## src/hw/rtl/bsf_queue.sv

```systemverilog
// Small first-in first-out queue built from registers.
// No dependencies.
`default_nettype none

module bsf_queue #(
   parameter int WIDTH = 32,
   parameter int DEPTH = 2
) (
   input  wire logic             clock,
   input  wire logic             reset,
   input  wire logic             push,
   input  wire logic [WIDTH-1:0] wdata,
   input  wire logic             pop,
   output logic      [WIDTH-1:0] rdata,
   output logic                  full,
   output logic                  empty
);

   localparam int PW = (DEPTH > 1) ? $clog2(DEPTH) : 1;
   localparam int CW = $clog2(DEPTH + 1);

   logic [WIDTH-1:0] mem_ff [DEPTH];
   logic [PW-1:0]    wr_ptr_ff, wr_ptr_in;
   logic [PW-1:0]    rd_ptr_ff, rd_ptr_in;
   logic [CW-1:0]    count_ff, count_in;
   logic             do_push, do_pop;

   assign full    = (count_ff == CW'(DEPTH));
   assign empty   = (count_ff == '0);
   assign do_push = push && !full;
   assign do_pop  = pop && !empty;
   assign rdata   = mem_ff[rd_ptr_ff];

   always_comb begin
      wr_ptr_in = wr_ptr_ff;
      rd_ptr_in = rd_ptr_ff;
      count_in  = count_ff;
      if (do_push) begin
         wr_ptr_in = (wr_ptr_ff == PW'(DEPTH - 1)) ? '0 : wr_ptr_ff + PW'(1);
      end
      if (do_pop) begin
         rd_ptr_in = (rd_ptr_ff == PW'(DEPTH - 1)) ? '0 : rd_ptr_ff + PW'(1);
      end
      if (do_push && !do_pop) begin
         count_in = count_ff + CW'(1);
      end else if (do_pop && !do_push) begin
         count_in = count_ff - CW'(1);
      end
   end

   always_ff @(posedge clock) begin
      if (reset) begin
         wr_ptr_ff <= '0;
         rd_ptr_ff <= '0;
         count_ff  <= '0;
      end else begin
         wr_ptr_ff <= wr_ptr_in;
         rd_ptr_ff <= rd_ptr_in;
         count_ff  <= count_in;
      end
      if (do_push) begin
         mem_ff[wr_ptr_ff] <= wdata;
      end
   end

endmodule

`default_nettype wire

```

## config.mk

```make
export PLATFORM = sky130hd
export DESIGN_NAME = bsf_queue
export DESIGN_NICKNAME = d
export VERILOG_FILES = /design/src/hw/rtl/bsf_queue.sv
export SDC_FILE = /design/constraint.sdc
export NUM_CORES = 1
export LEC_CHECK = 0
export ABC_AREA = 1
export BUFFER_PORTS_ARGS = -buffer_cell sky130_fd_sc_hd__buf_2
export CORE_MARGIN = 2
export CORE_UTILIZATION = 25
export DETAILED_ROUTE_END_ITERATION = 10
export PLACE_DENSITY_LB_ADDON = 0.1
export SYNTH_ARGS = -nofsm -noshare
export SYNTH_HDL_FRONTEND = slang
export SYNTH_SLANG_ARGS = --single-unit
```

## constraint.sdc

```tcl
create_clock -name clock -period 5.8 [get_ports clock]
set_input_delay 0.29 -clock clock [delete_from_list [all_inputs] [get_ports clock]]
set_output_delay 0.29 -clock clock [all_outputs]
set_load 0.03 [all_outputs]
```

==> results.tsv <==
metric	value	unit
synth_cells	137	
vdd_drop_max	0.215	mV
via_per_inst	3.86	
critPathKind	reg2out	
yosys-top-cells-area	edfxtp_1 71%, mux2_4 17%, dfxtp_1 3.7%	
r2r_slack	4.00	ns
grt_usage	0.0885	
synth_warnings	0	
rsz0062_at_grt	false	
grt_pass1_wl	7.52	mm
synth-seq-area-share	0.744	
cap_violations	0	
clk_path_buf_depth	2	
r2r_start	count_ff[0]	
first_global_vias	1496	
netlist.area_leader.share	0.707	
setup-tns-final	0	ns
setup_violations	0	
skew	0.00806	ns
routabilityCongestion	0.687	
worstRegToRegCells	2	
outcome	complete, no violations	
synthTopCellsByCount	64 x edfxtp_1, 30 x mux2_4, 9 x nor2_1	
fmax	452	MHz
wl_per_cell	13.6	um
synth_ff_type	edfxtp_1	
dpl_worst_slack	3.89	ns
first_pass_iters	4	
fin_ws	3.59	ns
port_buffers	69	
fp.dieW	108	um
overflow	0	
arrival	1.92	ns
ys_ff_latch	69	
ioPinCount	70	
holdPathEnd	mem_ff[0][4]	
cts-resized-gates	0	
coreArea	10700	um^2
period_share	0.381	
diodes	0	
max-slew-margin-rel	0.327	
yosysMostFrequentCell	edfxtp_1	
path_max_fanout	22	
ctsHoldBuffers	0	
synth_nets	174	
worstReg2RegEnd	mem_ff[0][0]	
drcViolationCount	0	
ys_types	18	
cts-buffers-inserted	9	
ant_nets	0	
first_iter_violations	37	
cts_tree	yes	
post-cts-setup-buffer-count	0	
grt_max_degree	33	
start_util	0.253	
die_y	108	um
p_leak	1.32	nW
htreeDepth	3	
drive_gt1_frac	0.562	
drt-total-wl	4.88	mm
synth_area	2720	um^2
min_from	wdata[4]	
cts.sinks	69	
holdCritPathClass	in2reg	
final_max_slew_viol_count	0	
syn2layout_area_growth	24.1	%
critPathLaunchType	flip-flop	
synth-edff-count	64	
cts_root_buf	clkbuf_8	
avgSynthCellArea	19.8	um^2
fin_nets	251	
powerDensity	445	nW/um^2
dieArea	11700	um^2
cp_data_required_time	5.51	ns
holdPathStages	1	
tightest_slew	1.01	ns
synth_area_leader_cell	edfxtp_1	
vias	1386	
path_clk_slew	0.07	ns
synth-async-reset-ratio	0	
num_rows	38	
clk_latency	0.33	ns
antenna_found_initial	0	
dp.final_hpwl	3.15	mm
period_needed	2.21	ns
end_kind	primary output	
hold_viol_final	0	
## sequential cells by signal (all words and copies together), names as in the netlist, named ones only
register and cells:
wr_ptr_ff 1, rd_ptr_ff 1, mem_ff 64, count_ff 2
## worst max path at each step
| stage | cells past startpoint | to | from |
|---|---|---|---|
| 2_1_floorplan | 2 | mem_ff[0][0] | count_ff[0] |
| 6_report | 3 | rdata[10] | flip-flop |
| 3_5_place_dp | 3 | rdata[10] | flip-flop |
| 3_3_place_gp | 2 | mem_ff[1][8] | count_ff[0] |
| 5_1_grt | 3 | rdata[9] | flip-flop |
| 4_1_cts | 3 | rdata[10] | flip-flop |
## layout make-up
class	count	area [um^2]
tap	140	175
multi-input combinational	55	607
fill	1120	7370
sequential	69	2020
inverter	9	33.8
timing repair buffer	70	353
clock buffer	11	131
clock inverter	5	51.3
## worst max-delay path, stage by stage (launching register included)
cell     delay, ns
dfxtp_2       0.55
buf_4         0.46
mux2_2        0.39
buf_2         0.18
## power by group
| group | total, mW | internal [mW] | switching [mW] |
|---|---|---|---|
| Clock | 0.363 | 0.196 | 0.167 |
| Combinational | 0.471 | 0.180 | 0.291 |
| Sequential | 0.667 | 0.632 | 0.0358 |
## metal layers
layer	global-route usage	routed length (um)
met5	0	0
met1	0.103	2090
met3	0.0386	355
met4	0.0385	60
met2	0.142	2380
## cells in the final DEF (no fill, tap or decap)
master     synthesis  routed
o21ai_2            2       2
nand2_2            1       1
clkbuf_8           0       9
buf_2              0      69
buf_4              0       1
and2_1             1       1
edfxtp_1          64      64
nor2_1             9       7
bufinv_16          0       1
dfxtp_1            5       4
a21oi_1            1       1
nand2_1            3       3
mux2_2             2       2
clkinv_4           0       1
nor2_4             0       2
clkbuf_1           0       2
nand4_1            1       1
clkinv_1           0       2
nand3_1            1       1
mux2_4            30      30
clkinv_2           0       1
inv_1              6       6
o21ai_0            3       3
dfxtp_2            0       1
inv_2              3       3
ha_1               1       1
## metrics by stage
stage / std cells / total power, mW / area, um^2 / hold slack [ns] / utilization
floorplan: 137 / 1.06 / 2720 / 0.389 / -
global placement: 343 / 1.16 / 3190 / 0.479 / 0.297
detailed placement: 343 / 1.16 / 3190 / 0.483 / 0.297
CTS: 359 / 1.53 / 3370 / 0.119 / 0.314
global route: 359 / 1.59 / 3370 / 0.108 / 0.314
finish: 359 / 1.50 / 3370 / 0.144 / 0.314
## logic make-up (layout without fill, tap and decap cells)
kind of cell             after synthesis  count (layout)  share of synthesized area
buffers and inverters                 13              95                     0.0387
multiplexers                          32              32                      0.174
adder cells (fa/ha/maj)                1               1                    0.00460
flip-flops                            69              69                      0.744
AO/OA/AOI/OAI                          6               6                     0.0138
AND/OR/NAND/NOR                       16              16                     0.0253
No activity file was read; power rests on OpenSTA's default activity.
