## config.mk

```make
export PLATFORM = sky130hd
export DESIGN_NAME = bsf_front
export DESIGN_NICKNAME = d
export VERILOG_FILES = /design/src/hw/rtl/bsf_pkg.sv /design/src/hw/rtl/bsf_divider.sv /design/src/hw/rtl/bsf_front.sv
export SDC_FILE = /design/constraint.sdc
export NUM_CORES = 1
export LEC_CHECK = 0
export BUFFER_PORTS_ARGS = -buffer_cell sky130_fd_sc_hd__buf_2
export CELL_PAD_IN_SITES_DETAIL_PLACEMENT = 1
export CELL_PAD_IN_SITES_GLOBAL_PLACEMENT = 1
export CORE_MARGIN = 1.5
export CORE_UTILIZATION = 38
export CTS_BUF_LIST = sky130_fd_sc_hd__clkbuf_8
export DETAILED_ROUTE_END_ITERATION = 10
export GPL_ROUTABILITY_DRIVEN = 1
export PLACE_DENSITY_LB_ADDON = 0.1
export SLEW_MARGIN = 20
export SYNTH_ARGS = -nofsm -noshare
export SYNTH_HDL_FRONTEND = slang
export SYNTH_SLANG_ARGS = --single-unit
```

## constraint.sdc

```tcl
create_clock -name clock -period 4.37 [get_ports clock]
set_input_delay 0.2185 -clock clock [delete_from_list [all_inputs] [get_ports clock]]
set_output_delay 0.2185 -clock clock [all_outputs]
set_load 0.01 [all_outputs]
```

## src/hw/rtl/bsf_pkg.sv

```systemverilog
// Brush stamp frame store: shared types and constants.
// Used by every module of the block but the RAM and the queue; depends on nothing.
`default_nettype none

package bsf_pkg;

   // Command codes of one request transaction
   typedef enum logic [1:0] {
      CMD_PAINT = 2'd0,
      CMD_SET   = 2'd1,
      CMD_GET   = 2'd2,
      CMD_CLEAR = 2'd3
   } cmd_type;

   // Register indexes of the configuration port
   localparam logic [1:0] CSR_CANVAS_WIDTH  = 2'd0;
   localparam logic [1:0] CSR_CANVAS_HEIGHT = 2'd1;
   localparam logic [1:0] CSR_CELL_SIZE     = 2'd2;

   localparam int CSR_W   = 7;   // widest register
   localparam int COORD_W = 17;  // centre cell coordinate, signed
   localparam int CELL_W  = 18;  // centre plus brush offset, signed
   localparam int HALF_W  = 4;   // brush half-width
   localparam int OFF_W   = 5;   // signed brush offset
   localparam int SQ_W    = 10;  // squared distances of the round brush
   localparam int COLOR_W = 32;

   localparam logic [COLOR_W-1:0] COLOR_WHITE = 32'hFFFF_FFFF;

   // Classified command handed from the front end to the back end
   typedef struct packed {
      cmd_type                    kind;
      logic signed [COORD_W-1:0]  cx;
      logic signed [COORD_W-1:0]  cy;
      logic [COLOR_W-1:0]         color;
      logic [HALF_W-1:0]          half;
      logic                       brush_round;
   } op_type;

endpackage

`default_nettype wire

```

## src/hw/rtl/bsf_divider.sv

```systemverilog
// Iterative floor divider: signed pixel distance by unsigned cell size,
// one quotient bit per cycle. Depends on bsf_pkg.
`default_nettype none

module bsf_divider (
   input  wire logic                                  clock,
   input  wire logic                                  reset,
   input  wire logic                                  start,
   input  wire logic signed [bsf_pkg::COORD_W-1:0]    dividend,
   input  wire logic        [bsf_pkg::CSR_W-1:0]      divisor,
   output logic                                       done,
   output logic signed      [bsf_pkg::COORD_W-1:0]    quotient
);
   import bsf_pkg::*;

   localparam int MAG_W = COORD_W - 1;
   localparam int CNT_W = $clog2(MAG_W);

   typedef enum logic [1:0] {
      D_IDLE,
      D_RUN,
      D_FIX
   } div_state_type;

   div_state_type     state_ff;
   logic              neg_ff;
   logic [MAG_W-1:0]  mag_ff;
   logic [CSR_W-1:0]  rem_ff;
   logic [CSR_W-1:0]  div_ff;
   logic [CNT_W-1:0]  cnt_ff;

   logic [COORD_W-1:0] abs_val;
   logic [CSR_W:0]     trial;
   logic               fits;
   logic [COORD_W-1:0] q_up;

   always_comb begin
      abs_val = dividend[COORD_W-1] ? (~dividend + COORD_W'(1)) : dividend;
      trial   = {rem_ff, mag_ff[MAG_W-1]};
      fits    = (trial >= {1'b0, div_ff});
      q_up    = {1'b0, mag_ff} + COORD_W'(rem_ff != '0);
   end

   always_ff @(posedge clock) begin
      if (reset) begin
         state_ff <= D_IDLE;
         done     <= 1'b0;
      end else begin
         done <= 1'b0;
         unique case (state_ff)
            D_IDLE: begin
               if (start) begin
                  neg_ff   <= dividend[COORD_W-1];
                  mag_ff   <= abs_val[MAG_W-1:0];
                  rem_ff   <= '0;
                  div_ff   <= divisor;
                  cnt_ff   <= '0;
                  state_ff <= D_RUN;
               end
            end
            D_RUN: begin
               // shift in one dividend bit, subtract where the divisor fits
               rem_ff <= fits ? CSR_W'(trial - {1'b0, div_ff}) : trial[CSR_W-1:0];
               mag_ff <= {mag_ff[MAG_W-2:0], fits};
               cnt_ff <= cnt_ff + CNT_W'(1);
               if (cnt_ff == CNT_W'(MAG_W - 1)) begin
                  state_ff <= D_FIX;
               end
            end
            D_FIX: begin
               // round towards minus infinity for negative distances
               quotient <= neg_ff ? signed'(~q_up + COORD_W'(1))
                                  : signed'({1'b0, mag_ff});
               done     <= 1'b1;
               state_ff <= D_IDLE;
            end
            default: state_ff <= D_IDLE;
         endcase
      end
   end

endmodule

`default_nettype wire

```

## src/hw/rtl/bsf_front.sv

```systemverilog
// Front end: accepts request transactions, maps the pointer to a centre cell
// and queues classified commands. Depends on bsf_pkg and bsf_divider.
`default_nettype none

module bsf_front #(
   parameter int MAX_BRUSH = 31
) (
   input  wire logic                               clock,
   input  wire logic                               reset,
   input  wire logic                               push,
   output logic                                    full,
   input  wire logic [1:0]                         req_command,
   input  wire logic signed [15:0]                 req_pointer_x,
   input  wire logic signed [15:0]                 req_pointer_y,
   input  wire logic signed [15:0]                 req_view_offset_x,
   input  wire logic signed [15:0]                 req_view_offset_y,
   input  wire logic signed [15:0]                 req_cell_x,
   input  wire logic signed [15:0]                 req_cell_y,
   input  wire logic [31:0]                        req_color,
   input  wire logic [4:0]                         req_brush_size,
   input  wire logic                               req_brush_round,
   input  wire logic [bsf_pkg::CSR_W-1:0]          cell_div,
   output logic                                    op_push,
   output bsf_pkg::op_type                         op_out,
   input  wire logic                               op_full
);
   import bsf_pkg::*;

   typedef enum logic [1:0] {
      F_IDLE,
      F_DIVX,
      F_DIVY,
      F_PUSH
   } front_state_type;

   front_state_type            state_ff;
   op_type                     op_ff;
   logic signed [COORD_W-1:0]  diff_y_ff;

   logic                       accept;
   cmd_type                    cmd;
   logic signed [COORD_W-1:0]  diff_x, diff_y;
   logic [4:0]                 size_sat;
   logic                       div_start, div_done;
   logic signed [COORD_W-1:0]  div_dividend, div_quotient;

   always_comb begin
      cmd      = cmd_type'(req_command);
      accept   = push && (state_ff == F_IDLE);
      full     = (state_ff != F_IDLE);
      diff_x   = COORD_W'(req_pointer_x) - COORD_W'(req_view_offset_x);
      diff_y   = COORD_W'(req_pointer_y) - COORD_W'(req_view_offset_y);
      size_sat = (32'(req_brush_size) > 32'(MAX_BRUSH)) ? 5'(MAX_BRUSH) : req_brush_size;
      div_start = (accept && cmd == CMD_PAINT) || (state_ff == F_DIVX && div_done);
      div_dividend = (state_ff == F_IDLE) ? diff_x : diff_y_ff;
      op_push  = (state_ff == F_PUSH) && !op_full;
      op_out   = op_ff;
   end

   bsf_divider u_divider (
      .clock    (clock),
      .reset    (reset),
      .start    (div_start),
      .dividend (div_dividend),
      .divisor  (cell_div),
      .done     (div_done),
      .quotient (div_quotient)
   );

   always_ff @(posedge clock) begin
      if (reset) begin
         state_ff <= F_IDLE;
      end else begin
         unique case (state_ff)
            F_IDLE: begin
               if (accept) begin
                  op_ff.kind  <= cmd;
                  op_ff.color <= req_color;
                  op_ff.cx    <= COORD_W'(req_cell_x);
                  op_ff.cy    <= COORD_W'(req_cell_y);
                  diff_y_ff   <= diff_y;
                  if (cmd == CMD_PAINT) begin
                     op_ff.half        <= size_sat[4:1];
                     op_ff.brush_round <= req_brush_round;
                     state_ff          <= F_DIVX;
                  end else begin
                     // set, get and clear carry no brush; set and get touch the single centre cell
                     op_ff.half        <= '0;
                     op_ff.brush_round <= 1'b0;
                     state_ff          <= F_PUSH;
                  end
               end
            end
            F_DIVX: begin
               if (div_done) begin
                  op_ff.cx <= div_quotient;
                  state_ff <= F_DIVY;
               end
            end
            F_DIVY: begin
               if (div_done) begin
                  op_ff.cy <= div_quotient;
                  state_ff <= F_PUSH;
               end
            end
            F_PUSH: begin
               if (!op_full) begin
                  state_ff <= F_IDLE;
               end
            end
            default: state_ff <= F_IDLE;
         endcase
      end
   end

endmodule

`default_nettype wire

```

==> qor.yml <==
die:
  dieArea_mm2: 0.0230
  start_util: 0.386
  die_height_um: 152
  rows: 54
  core-area_mm2: 0.0218
  die_w_um: 152
  io_pins: 222
placement:
  gp_congestion: 0.749
  dp_hpwl_um: 15500
  portBuffers: 220
setup_path:
  path_buf_inv: 0
  rr_worst_depth: 13
  cpMaxStageDelayCell: "a211oi_1"
  criticalPathCategory: "reg2reg"
  r2r_setup_slack_ps: 810
  slowest_delay_ps: 530
  reg2reg_to: "u_divider.quotient[15]"
  start_kind: "register"
  arrival_ps: 3770
  r2r-start: "u_divider.rem_ff[2]"
  worstPathRequired_ps: 4570
  cp_top_family: "compound AO/OA/AOI/OAI gates"
  cp-end-kind: "register"
  crit_chain: "nor4_1, nand2_1, ha_1, ha_1, nor3_1, a21oi_1, o21ai_0, nand3_1, a211oi_1, nand2_1, o21ai_0, o211ai_1, xnor2_1"
  path_max_fanout: 7
  cp.depth: 13
routing:
  ant_nets: 0
  avgRoutedWirePerCell_um: 15.8
  first_iter_violations: 281
  vias: 6634
  wirelength_um: 20900
  vias_per_cell: 5.02
  drc: 0
  firstDrtPassIters: 4
layout:
  num-nets-final: 1227
  syn2layout_area_growth_pct: 26.5
  multiInputGateArea_mm2: 0.00371
  regArea_mm2: 0.00436
  drive_gt1_frac: 0.284
  n_antenna_cell: 0
  fill_cells: 2489
global_route:
  grt_pass1_vias: 6696
  gr-total-overflow: 0
  grt_pass1_wl_um: 33300
  gr-usage-all-layers: 0.184
  antenna_found_initial: 0
  grt_max_degree: 57
synthesis:
  synth_area_mm2: 0.00839
  netlist_top_cells_count: "edfxtp_1, inv_1, nor2_1"
  yosysMostFrequentCell: "edfxtp_1"
  synth-main-ff-cell: "edfxtp_1"
  yosys_warnings: 0
  ys_seq_elements: 147
  async_flop_share: 0
  syn_area_per_cell_um2: 10.9
  synth_area_leaders: "edfxtp_1, ha_1, xnor2_1, a22o_1, inv_1"
  seq_area_frac_synth: 0.520
  syn_nets: 965
  yosysTopAreaCell: "edfxtp_1"
  synth_top_area_share: 0.508
  synth_cell_types: 74
  synth_edf_count: 142
  syn_inst: 767
clock_tree:
  cts_tree: "done"
  clkTransAtPathRegs_ps: 90
  clkLatencyLatePin_ps: 450
  cts_buffer_depth: 2
  cts_root_buf: "clkbuf_8"
  cts_made_buffers: 17
  cts_max_level: 4
  cts_num_sinks: 147
power_and_ir_drop:
  leakagePower_nw: 4.40
  peakVddDrop_uv: 237
  power_density_mw_per_mm2: 447
run:
  drv_cap: 0
sta:
  hold_ws_ps: 44.0
  skew_ps: 20.6
  drv_slew: 0
  max_freq_ghz: 0.281
  fin_crit_ps: 3560
  fin_setup_tns_ps: 0
  setup_viol: 0
  min_period_over_period: 0.816
  rsz0062_at_grt: "no"
  worst_pin_slew_ps: 911
  hold_violations: 0
  relSlewSlack: 0.392
hold_path:
  min_path_type: "in2reg"
  min_to: "op_out[4]"
  worstHoldStart: "req_brush_size[4]"
  hold_path_depth: 2
outcome:
  status: "completed"
worst register-to-register path, stage by stage, from the launching register on:
cell and delay [ps]:
edfxtp_1 440, nor4_1 320, nand2_1 150, ha_1 250, ha_1 290, nor3_1 200
a21oi_1 50, o21ai_0 360, nand3_1 260, a211oi_1 530, nand2_1 100, o21ai_0 90
o211ai_1 130, xnor2_1 160
layout by cell type, fill, tap and decap left out, types with 6 or more instances in the layout:
master         netlist  routed
a22o_1              34      34
buf_2                2     220
nand2_1             56      56
edfxtp_1           142     142
nand4_1             10      10
nor3_1              14      13
nor2_1              61      58
ha_1                48      48
and2_1               7       7
xor2_1              17      17
buf_4                0      10
o211ai_1             6       6
or2_2                6       6
o21ai_0             34      34
a21o_1               7       7
dlygate4sd3_1        0      41
nand2b_1             8       8
o21a_1               7       7
nand3_1             26      26
inv_1               65      66
clkbuf_8             0      17
xnor2_1             37      37
a21oi_1             44      44
nor2b_1             10      10
mux2_2               6       6
metrics by stage:
step	std cells	utilization	cell area, um^2	power [mW]	worst slack [ps]
finish	1322	0.488	10600	4.74	805
floorplan	767	-	8390	3.23	-419
global placement	1249	0.453	9850	3.72	899
detailed placement	1249	0.453	9850	3.78	837
global route	1322	0.488	10600	5.07	487
CTS	1322	0.488	10600	4.80	821
worst max-delay path by stage:
stage / slack (ps) / to / startpoint
2_1_floorplan: -420 / op_out[37] / state_ff[0]
4_1_cts: 820 / u_divider.quotient[15] / u_divider.rem_ff[2]
5_1_grt: 490 / u_divider.quotient[15] / u_divider.rem_ff[2]
6_report: 810 / u_divider.quotient[15] / u_divider.rem_ff[2]
3_5_place_dp: 840 / u_divider.quotient[15] / u_divider.rem_ff[2]
3_3_place_gp: 900 / u_divider.quotient[15] / u_divider.rem_ff[2]
flip-flops by register name (all words and copies together), names as in the netlist, 2 cells and up:
register            cells
u_divider.div_ff        7
diff_y_ff              17
u_divider.cnt_ff        4
u_divider.rem_ff        7
op_out                 73
u_divider.state_ff      2
state_ff                2
u_divider.quotient     17
u_divider.mag_ff       16
area by class of cell:
type                    count  area share
clock buffers              17      0.0220
clock inverters            15      0.0117
inverters                  66      0.0234
multi-input cells         526       0.350
flip-flops and latches    147       0.411
well taps                 280      0.0330
repair buffers            271       0.149
metal layers:
layer | track usage | part of all wire
met1 | 0.232 | 0.46
met5 | 0 | 0
met4 | 0.0466 | 0.012
met3 | 0.0353 | 0.046
met2 | 0.323 | 0.49
cell families (layout without fill, tap and decap cells):
group	after synthesis	after routing	share of synthesized area
AO/OA/AOI/OAI	188	188	0.159
AND/OR/NAND/NOR	224	224	0.132
multiplexers	9	9	0.0116
flip-flops	147	147	0.520
adder cells (fa/ha/maj)	51	51	0.0787
XOR/XNOR	54	54	0.0564
buffers and inverters	94	369	0.0426
where the power goes:
part	switching (mW)	internal, mW
registers	0.0905	1.89
clock network	0.581	0.407
logic	1.06	0.717
total	1.73	3.02
timing repair:
| action | in CTS | in global routing |
|---|---|---|
| endpoints found under the hold margin | 41 | 0 |
| buffers inserted | 0 | 0 |
| setup endpoints to repair | 0 | 0 |
| hold buffers | 41 | 0 |
| gates resized for setup | 0 | 0 |
(Power assumes the default switching activity.)
